File: src/rtl/bdd_pkg.sv
// shared types and codes for the bounded deque core
// no dependencies; used by the core and the checker
package bdd_pkg;

    localparam int VALUE_W = 32;
    localparam int COUNT_W = 7;

    typedef enum logic [2:0] {
        OP_PUSH_BACK  = 3'd0,
        OP_POP_BACK   = 3'd1,
        OP_PUSH_FRONT = 3'd2,
        OP_POP_FRONT  = 3'd3,
        OP_DELETE     = 3'd4,
        OP_CLEAR      = 3'd5
    } op_t;

    typedef enum logic [1:0] {
        STATUS_OK        = 2'd0,
        STATUS_EMPTY     = 2'd1,
        STATUS_FULL      = 2'd2,
        STATUS_NOT_FOUND = 2'd3
    } status_t;

    typedef enum logic [2:0] {
        S_IDLE,
        S_POP_RD,
        S_SCAN,
        S_SHIFT,
        S_RESP
    } state_t;

    typedef struct packed {
        logic [2:0]                opcode;
        logic signed [VALUE_W-1:0] value;
    } req_t;

    typedef struct packed {
        logic signed [VALUE_W-1:0] popped_value;
        status_t                   status;
        logic [COUNT_W-1:0]        entry_count;
    } rsp_t;

endpackage

File: src/rtl/bdd_ram.sv
// entry ram: one write port, one read port with registered read data
// no dependencies; instantiated by bounded_deque_with_delete_core
module bdd_ram #(
    parameter int DEPTH = 64,
    parameter int WIDTH = 32
) (
    input  logic                     clk,
    input  logic                     wr_en,
    input  logic [$clog2(DEPTH)-1:0] wr_addr,
    input  logic [WIDTH-1:0]         wr_data,
    input  logic                     rd_en,
    input  logic [$clog2(DEPTH)-1:0] rd_addr,
    output logic [WIDTH-1:0]         rd_data
);

    logic [WIDTH-1:0] mem [DEPTH];

    // write port
    always_ff @(posedge clk)
    begin
        if (wr_en)
        begin
            mem[wr_addr] <= wr_data;
        end
    end

    // read port, data registered in the cycle after the address
    always_ff @(posedge clk)
    begin
        if (rd_en)
        begin
            rd_data <= mem[rd_addr];
        end
    end

endmodule

File: src/rtl/bounded_deque_with_delete_core.sv
// bounded deque core: ring of entries in a one-read one-write ram, front index and count
// push, clear and unused codes answer from idle; a pop reads the ram in idle and answers from
// S_POP_RD; delete: scan of 1 ram read per cycle from the front, then a shift of 1 entry per cycle
// requests are taken only in idle; a stalled response parks in S_RESP and holds req_ready low
// reset: asynchronous, clears front index, count, sequencer and handshake; ram not cleared
// depends on bdd_pkg and bdd_ram
module bounded_deque_with_delete_core #(
    parameter int CAPACITY   = 64,
    parameter int DATA_WIDTH = 32
) (
    input  logic          clk,
    input  logic          rst_n,
    input  logic          req_valid,
    output logic          req_ready,
    input  bdd_pkg::req_t req,
    output logic          rsp_valid,
    input  logic          rsp_ready,
    output bdd_pkg::rsp_t rsp
);

    localparam int IW    = $clog2(CAPACITY);
    localparam int CW    = $clog2(CAPACITY + 1);
    localparam int SW    = CW + 1;
    localparam int EXT_W = (DATA_WIDTH > bdd_pkg::VALUE_W) ? DATA_WIDTH : bdd_pkg::VALUE_W;

    localparam logic [IW-1:0] LAST_IDX = IW'(CAPACITY - 1);
    localparam logic [CW-1:0] FULL_CNT = CW'(CAPACITY);

    // ring position of an offset from the front
    function automatic logic [IW-1:0] ring_pos(input logic [IW-1:0] base,
                                               input logic [CW-1:0] off);
        logic [SW-1:0] sum;
        sum = SW'(base) + SW'(off);
        if (sum >= SW'(CAPACITY))
        begin
            sum = sum - SW'(CAPACITY);
        end
        return sum[IW-1:0];
    endfunction

    bdd_pkg::state_t state_reg, state_next;
    logic [IW-1:0]   front_reg, front_next;
    logic [CW-1:0]   count_reg, count_next;
    logic [CW-1:0]   iss_reg, iss_next;
    logic [CW-1:0]   ridx_reg, ridx_next;
    logic            rv_reg, rv_next;
    logic            out_valid_reg, out_valid_next;
    bdd_pkg::rsp_t   out_reg, out_next;
    bdd_pkg::rsp_t   res_reg, res_next;
    logic [DATA_WIDTH-1:0] word_reg, word_next;

    logic                  wr_en;
    logic [IW-1:0]         wr_addr;
    logic [DATA_WIDTH-1:0] wr_data;
    logic                  rd_en;
    logic [IW-1:0]         rd_addr;
    logic [DATA_WIDTH-1:0] rd_data;

    logic                  emit;
    bdd_pkg::status_t      emit_status;
    logic [bdd_pkg::VALUE_W-1:0] emit_popped;
    bdd_pkg::rsp_t         emit_rsp;
    logic [EXT_W-1:0]      rd_ext;
    logic [DATA_WIDTH-1:0] req_word;
    logic [IW-1:0]         front_dec;
    logic [IW-1:0]         front_inc;

    bdd_ram #(
        .DEPTH (CAPACITY),
        .WIDTH (DATA_WIDTH)
    ) u_ram (
        .clk     (clk),
        .wr_en   (wr_en),
        .wr_addr (wr_addr),
        .wr_data (wr_data),
        .rd_en   (rd_en),
        .rd_addr (rd_addr),
        .rd_data (rd_data)
    );

    // word views and front neighbors
    assign req_word  = DATA_WIDTH'(req.value);
    assign rd_ext    = EXT_W'(signed'(rd_data));
    assign front_dec = (front_reg == '0) ? LAST_IDX : front_reg - IW'(1);
    assign front_inc = (front_reg == LAST_IDX) ? '0 : front_reg + IW'(1);

    assign req_ready = (state_reg == bdd_pkg::S_IDLE);
    assign rsp_valid = out_valid_reg;
    assign rsp       = out_reg;

    // sequencer: next state, ram access and response
    always_comb
    begin
        state_next     = state_reg;
        front_next     = front_reg;
        count_next     = count_reg;
        iss_next       = iss_reg;
        ridx_next      = ridx_reg;
        rv_next        = 1'b0;
        word_next      = word_reg;
        res_next       = res_reg;
        out_next       = out_reg;
        out_valid_next = out_valid_reg && !rsp_ready;
        wr_en          = 1'b0;
        wr_addr        = '0;
        wr_data        = rd_data;
        rd_en          = 1'b0;
        rd_addr        = '0;
        emit           = 1'b0;
        emit_status    = bdd_pkg::STATUS_OK;
        emit_popped    = '0;

        case (state_reg)
            bdd_pkg::S_IDLE:
            begin
                if (req_valid)
                begin
                    case (bdd_pkg::op_t'(req.opcode))
                        bdd_pkg::OP_PUSH_BACK:
                        begin
                            emit = 1'b1;
                            if (count_reg == FULL_CNT)
                            begin
                                emit_status = bdd_pkg::STATUS_FULL;
                            end
                            else
                            begin
                                wr_en      = 1'b1;
                                wr_addr    = ring_pos(front_reg, count_reg);
                                wr_data    = req_word;
                                count_next = count_reg + CW'(1);
                            end
                        end
                        bdd_pkg::OP_PUSH_FRONT:
                        begin
                            emit = 1'b1;
                            if (count_reg == FULL_CNT)
                            begin
                                emit_status = bdd_pkg::STATUS_FULL;
                            end
                            else
                            begin
                                wr_en      = 1'b1;
                                wr_addr    = front_dec;
                                wr_data    = req_word;
                                front_next = front_dec;
                                count_next = count_reg + CW'(1);
                            end
                        end
                        bdd_pkg::OP_POP_BACK:
                        begin
                            if (count_reg == '0)
                            begin
                                emit        = 1'b1;
                                emit_status = bdd_pkg::STATUS_EMPTY;
                            end
                            else
                            begin
                                rd_en      = 1'b1;
                                rd_addr    = ring_pos(front_reg, count_reg - CW'(1));
                                count_next = count_reg - CW'(1);
                                state_next = bdd_pkg::S_POP_RD;
                            end
                        end
                        bdd_pkg::OP_POP_FRONT:
                        begin
                            if (count_reg == '0)
                            begin
                                emit        = 1'b1;
                                emit_status = bdd_pkg::STATUS_EMPTY;
                            end
                            else
                            begin
                                rd_en      = 1'b1;
                                rd_addr    = front_reg;
                                front_next = front_inc;
                                count_next = count_reg - CW'(1);
                                state_next = bdd_pkg::S_POP_RD;
                            end
                        end
                        bdd_pkg::OP_DELETE:
                        begin
                            word_next = req_word;
                            if (count_reg == '0)
                            begin
                                emit        = 1'b1;
                                emit_status = bdd_pkg::STATUS_NOT_FOUND;
                            end
                            else
                            begin
                                iss_next   = '0;
                                state_next = bdd_pkg::S_SCAN;
                            end
                        end
                        bdd_pkg::OP_CLEAR:
                        begin
                            emit       = 1'b1;
                            front_next = '0;
                            count_next = '0;
                        end
                        default:
                        begin
                            emit = 1'b1;
                        end
                    endcase
                end
            end

            // pop data back from the ram
            bdd_pkg::S_POP_RD:
            begin
                emit        = 1'b1;
                emit_popped = rd_ext[bdd_pkg::VALUE_W-1:0];
            end

            // walk from the front, compare the registered read data with the search word
            bdd_pkg::S_SCAN:
            begin
                if (rv_reg && (rd_data == word_reg))
                begin
                    iss_next   = ridx_reg + CW'(1);
                    state_next = bdd_pkg::S_SHIFT;
                end
                else if (rv_reg && (ridx_reg == count_reg - CW'(1)))
                begin
                    emit        = 1'b1;
                    emit_status = bdd_pkg::STATUS_NOT_FOUND;
                end
                else if (iss_reg < count_reg)
                begin
                    rd_en     = 1'b1;
                    rd_addr   = ring_pos(front_reg, iss_reg);
                    iss_next  = iss_reg + CW'(1);
                    ridx_next = iss_reg;
                    rv_next   = 1'b1;
                end
            end

            // move each later entry one place toward the front
            bdd_pkg::S_SHIFT:
            begin
                if (rv_reg)
                begin
                    wr_en   = 1'b1;
                    wr_addr = ring_pos(front_reg, ridx_reg - CW'(1));
                    wr_data = rd_data;
                end
                if (iss_reg < count_reg)
                begin
                    rd_en     = 1'b1;
                    rd_addr   = ring_pos(front_reg, iss_reg);
                    iss_next  = iss_reg + CW'(1);
                    ridx_next = iss_reg;
                    rv_next   = 1'b1;
                end
                else if (!rv_reg)
                begin
                    emit       = 1'b1;
                    count_next = count_reg - CW'(1);
                end
            end

            // response waits for the output register
            bdd_pkg::S_RESP:
            begin
                if (!out_valid_reg || rsp_ready)
                begin
                    out_next       = res_reg;
                    out_valid_next = 1'b1;
                    state_next     = bdd_pkg::S_IDLE;
                end
            end

            default:
            begin
                state_next = bdd_pkg::S_IDLE;
            end
        endcase

        // hand a finished response to the output register or park it
        emit_rsp.popped_value = emit_popped;
        emit_rsp.status       = emit_status;
        emit_rsp.entry_count  = bdd_pkg::COUNT_W'(count_next);
        if (emit)
        begin
            if (!out_valid_reg || rsp_ready)
            begin
                out_next       = emit_rsp;
                out_valid_next = 1'b1;
                state_next     = bdd_pkg::S_IDLE;
            end
            else
            begin
                res_next   = emit_rsp;
                state_next = bdd_pkg::S_RESP;
            end
        end
    end

    // control registers
    always_ff @(posedge clk or negedge rst_n)
    begin
        if (!rst_n)
        begin
            state_reg     <= bdd_pkg::S_IDLE;
            front_reg     <= '0;
            count_reg     <= '0;
            iss_reg       <= '0;
            ridx_reg      <= '0;
            rv_reg        <= 1'b0;
            out_valid_reg <= 1'b0;
        end
        else
        begin
            state_reg     <= state_next;
            front_reg     <= front_next;
            count_reg     <= count_next;
            iss_reg       <= iss_next;
            ridx_reg      <= ridx_next;
            rv_reg        <= rv_next;
            out_valid_reg <= out_valid_next;
        end
    end

    // payload registers
    always_ff @(posedge clk)
    begin
        word_reg <= word_next;
        out_reg  <= out_next;
        res_reg  <= res_next;
    end

endmodule

File: config.mk
export PLATFORM = sky130hd
export DESIGN_NAME = bounded_deque_with_delete_core
export DESIGN_NICKNAME = d
export VERILOG_FILES = /design/src/rtl/bdd_pkg.sv /design/src/rtl/bdd_ram.sv /design/src/rtl/bounded_deque_with_delete_core.sv
export SDC_FILE = /design/constraint.sdc
export NUM_CORES = 2
export LEC_CHECK = 0
export BUFFER_PORTS_ARGS = -buffer_cell sky130_fd_sc_hd__buf_2
export CAP_MARGIN = 30
export CORE_MARGIN = 3
export CORE_UTILIZATION = 50
export DETAILED_ROUTE_END_ITERATION = 6
export GPL_ROUTABILITY_DRIVEN = 0
export GPL_TIMING_DRIVEN = 0
export HOLD_SLACK_MARGIN = 0.1
export PLACE_DENSITY_LB_ADDON = 0.12
export SYNTH_ARGS = -nofsm -noshare
export SYNTH_HDL_FRONTEND = slang
export SYNTH_SLANG_ARGS = --single-unit
File: constraint.sdc
create_clock -name clk -period 16.1 [get_ports clk]
set_clock_uncertainty 0.15 [all_clocks]
set_input_delay 3.22 -clock clk [delete_from_list [all_inputs] [get_ports clk]]
set_output_delay 3.22 -clock clk [all_outputs]
set_load 0.03 [all_outputs]
Word level (Yosys, flattened, before mapping)
Memories as Yosys holds them, arrays and structs flattened. A register that Yosys moved wholly into a read port is not among the register bits. Cells that the tools add are included.

$add $sub $neg: 15. $lt $le $gt $ge: 5. Eq/ne operators: 28. Muxes and demuxes: 94. Bitwise gates (word level): 1. Reductions and logical operators: 23.

Operator list (count): 41-bit 2-to-1 mux (4); 32-bit 2-to-1 mux (5); 6-bit 2-to-1 mux (18); 7-bit 2-to-1 mux (14); 7-bit one-hot mux with 3 select lines (2); 6-bit one-hot mux with 2 select lines (3); 6-bit one-hot mux with 3 select lines (2); 6-bit by 7-bit adder with 8-bit output (4); 32-bit == test (1); 8-bit by 7-bit >= comparator with 1-bit output, second input constant (4); 6-bit by 1-bit subtractor with 6-bit output, second input constant (5); 7-bit one-hot mux with 2 select lines (2); 1-bit 2-to-1 mux (24); 7-bit by 1-bit adder with 7-bit output, second input constant (3); 3-bit 2-to-1 mux (7); 7-bit by 1-bit subtractor with 7-bit output, second input constant (2); 3-bit by 2-bit == test with 1-bit output, second input constant (4); 2-bit != test, second input constant (6); 3-bit one-hot mux with 4 select lines (1); 2-bit 2-to-1 mux (5); 5-bit AND reduction (2); 3-bit == test, second input constant (3); 3-bit != test, second input constant (3); 4-bit != test, second input constant (2); 29 further kinds (40).

Bits in registers: 146. RAM bits: 2048. Bits of input ports: 39. Output and inout port bits: 43. Logic and storage cells: 181. Memories: 1.

Memories: u_ram.mem (words 64, bits a word 32, read ports 1, clocked after Yosys merged registers in 1, write ports 1, line bdd_ram.sv:16) `logic [WIDTH-1:0] mem [DEPTH];`.

Longest topological paths before layout
Depth in word-level cells: 8. Gate-level depth with buffers: 18. Mapped depth without buffers: 14.

By module
A second synthesis with hierarchy kept.

Cells, all modules: 4406. Area, all modules: 88310.9 sq um.

By module, submodules not included: bdd_ram (instances 1, cells each 3511, area each 79359.9 sq um, sequential area each 62459.9 sq um); bounded_deque_with_delete_core (instances 1, cells each 895, area each 8951.1 sq um, sequential area each 3813.7 sq um).

Worst setup path after synthesis
OpenSTA, ideal clock, no wires.

Kind: input to register. Start: in req[32] (netlist name). End: mem u_ram.mem[0][12] (data pin). Setup time: 0.702 ns. Arrival: 6.533 ns. Path slack: 8.715 ns. Stages: 5. Path buffers: 1. Cell sequence: buf_1 nor2_1 o21ai_1 nor2_1 o21ai_0.

Word-level cells in the longest chain between the ends: 5. Elaborated cells on any way between the ends: 6. Classes of those cells: eq/ne: 1; mux: 3; reduce/logical: 2.

Ends and longest elaborated chain: from (decl) (line bounded_deque_with_delete_core.sv:15) `input bdd_pkg::req_t req,`; 3-bit by 2-bit == test with 1-bit output or 3-bit zero test (tied branches) (line bounded_deque_with_delete_core.sv:118) `case (bdd_pkg::op_t'(req.opcode))`; 2-bit OR reduction (no line) *; 32-bit 2-to-1 mux *; 32-bit 2-to-1 mux * (line bounded_deque_with_delete_core.sv:116) `if (req_valid)`; 32-bit 2-to-1 mux *; net u_ram.wr_data[12] (line bdd_ram.sv:10) `input logic [WIDTH-1:0] wr_data,`; to (decl) (line bdd_ram.sv:16).

Mark *: on every way through the listed nets, which the timed path passes. The rest lies on a longest branch.

Final worst setup path
Start: in req[34] (netlist name). End: reg u_ram.rd_data[14], read port of u_ram.mem (data pin).

Word-level cells in the longest chain between the ends: 5. Elaborated cells on any way between the ends: 9. Classes of those cells: eq/ne: 2; mux: 6; reduce/logical: 1.

Ends and longest elaborated chain: 3-bit by 2-bit == test with 1-bit output or 3-bit by 1-bit == test with 1-bit output (tied branches) (line bounded_deque_with_delete_core.sv:118); 2-bit OR reduction (no line); 1-bit 2-to-1 mux; 1-bit 2-to-1 mux (line bounded_deque_with_delete_core.sv:116); 1-bit one-hot mux with 3 select lines (line bounded_deque_with_delete_core.sv:113) `case (state_reg)`; to (decl) (line bdd_ram.sv:13) `output logic [WIDTH-1:0] rd_data`.

Parallel ways exist; a longest one is shown, timed or not. A chain may end at the register's enable or synchronous reset.

==> out/metrics.csv <==
metric,value,unit
status,finished with violations,
violations,design-rule violations,
crit_top_cell,clkbuf_1,
hold_depth,2,
critPathSlowestCell,o41ai_1,
start_kind,input pin,
irDropWorstVdd,0.148,mV
hold_viol_final,0,
synth-edff-count,2153,
wl,266000,microns
dieWidth,429,microns
final_cell_mix,"2153 x edfxtp_1, 933 x mux2i_1, 392 x o22ai_1",
avgRoutedWirePerCell,32.2,microns
core,177000,sq um
largest_reg_flops,2048,
path_class,input pin to register,
synthArstFlopShare,0.0144,
rsz0062_at_grt,false,
worstMarginPinSlew,1.23,ns
drtPass1Iterations,7,
synth_top_area_frac,0.724,
die_area,184000,sq um
drtAntennaViolNets,0,
slew_headroom,0.171,
grt_pass1_wl,373000,microns
final-max-slew-violation-count,0,
clkTransAtPathRegs,0.06,ns
synth_area,89300,sq um
yosys-top-cells-area,"edfxtp_1 72%, mux2i_1 10%, o22ai_1 2.8%",
grt_overflow,0,
cap_violations,0,
finalSetupViolations,0,
p_leak,31.4,nW
ctsResizeCount,0,
drt_first_iter_violations,6352,
antenna_found_initial,27,
grt_pass1_vias,50300,
synth.avg_cell_area,16.9,sq um
final_cell_area,103000,sq um
area_growth_syn_to_layout,14.8,%
rows,154,
cts_root_buffer,clkbuf_16,
place_area,95700,sq um
yosysWarnings,0,
clockBufferDepth,3,
dr_total_vias,52100,
dp_hpwl,184000,microns
final_common_cell,edfxtp_1,
fin_crit_sh,0.580,
grt_max_degree,65,
grt_usage,0.284,
fmax,107,MHz
synth_largest_area_cell,edfxtp_1,
clk_latency,0.89,ns
synth_seq_cells,2226,
fill_cells,13300,
post_drt_via_cell_ratio,6.32,
crit_fanout,10,
numCtsBuffers,224,
critPathArrivalTime,9.54,ns
drc,3,
io_pins,82,
end_kind,register,
cts_hold_buf,0,
p_per_area,168,nW/um^2
cts_tree,built,
die_h,429,microns
min_period,9.34,ns
hold_path.class,register to register,
worstRegToRegCells,17,
tns,0,ns
port_buffers,80,
path_cells,buf_2 > nor2b_1 > nand2_1 > nor3_1 > a22oi_1 > o31ai_2 > buf_4 > clkbuf_1 > nor2_2 > nand3_2 > clkbuf_1 > o22ai_1 > o41ai_1 > o2111ai_1,
htree_levels,4,
initial_core_util,0.505,
slowest_delay,1.12,ns
cp_data_required_time,16.31,ns
layout.nets,5804,
synth_cells,5285,
ys_types,76,
finalPower,17.3,mW
postCtsSetupBuffers,0,
drive_gt1_frac,0.135,
ys_seq_area_frac,0.742,
synthesis.nets,5362,
synth_ff_type,edfxtp_1,
cts_sinks,2226,
[per-layer routing]
layer	share of wire	routed length (microns)	global-route usage
met4	0.054	14300	0.138
met5	0.000087	23	0
met1	0.40	106000	0.384
met3	0.083	22000	0.0525
met2	0.47	124000	0.447
[area by class of cell]
class / instances / area (sq um) / area share
clock buffer: 284 / 5850 / 0.0571
timing repair buffer: 216 / 2680 / 0.0262
buffer: 350 / 1610 / 0.0157
antenna: 9 / 22.5 / 0.000220
sequential: 2226 / 66300 / 0.646
tap: 2340 / 2930 / 0.0286
inverter: 34 / 128 / 0.00124
clock inverter: 112 / 960 / 0.00936
multi-input combinational: 2675 / 22100 / 0.215
[critical path: cells and delay by family]
kind	cells	cell delay (ns)
compound gates	5	2.84
buf+inv	4	1.61
simple gates	5	1.82
[final timing paths]
path | startpoint | to | slack (ns)
max | req[34] | u_ram.rd_data[14] | 6.76
min | rsp[6] | rsp[6] | 0.30
max reg2reg | count_reg[0] | u_ram.rd_data[14] | 8.16
min reg2reg | rsp[6] | rsp[6] | 0.30
max in group asynchronous | rst_n | ridx_reg[4] | 12.97
min in group asynchronous | rst_n | count_reg[6] | 2.31
[cell usage after synthesis, drive strengths merged, types with 3 or more instances]
cell / number
o211ai: 4
a22o: 5
a2111oi: 128
nor3: 16
edfxtp: 2153
nand3: 35
nand2b: 9
o31a: 4
fa: 4
mux2i: 933
a21o: 10
o22ai: 393
a22oi: 14
a32oi: 3
ha: 34
nand4: 4
o31ai: 11
nand2: 199
nor4: 41
nor2: 114
o21bai: 4
o41ai: 65
dfxtp: 41
mux2: 39
o21a: 4
and2: 3
or3: 3
nor2b: 8
dfrtp: 32
xor2: 45
a31oi: 6
o22a: 67
o2111ai: 32
buf: 155
xnor2: 25
o311ai: 100
a21oi: 35
o32a: 4
inv: 33
o21ai: 187
and3: 36
clkbuf: 195
a31o: 32
[cells by family after synthesis]
kind of cell               synth area share
DFF                                   0.742
AOI/OAI and AO/OA                    0.0908
muxes                                 0.109
and+or+nand+nor                      0.0252
buffers and inverters                0.0195
xor gates and xnor gates            0.00737
adders and majority gates           0.00566
[through the flow]
| stage | hold WS (ns) | utilization | worst slack [ns] | instances |
|---|---|---|---|---|
| detailed placement | 0.293 | 0.541 | 6.48 | 7839 |
| CTS | 0.306 | 0.579 | 7.39 | 8235 |
| floorplan | 0.311 | - | 8.71 | 5285 |
| finish | 0.301 | 0.580 | 6.76 | 8246 |
| global placement | 0.286 | 0.524 | 3.45 | 7705 |
| global route | 0.327 | 0.580 | 7.01 | 8239 |
[power breakdown]
group | leakage [nW] | total (mW) | switching [mW] | internal [mW]
Combinational | 7.87 | 4.84 | 3.62 | 1.22
Sequential | 20.2 | 7.52 | 0.166 | 7.36
Clock | 3.33 | 4.89 | 2.17 | 2.72
Total | 31.4 | 17.3 | 5.96 | 11.3
(Power assumes the default switching activity.)
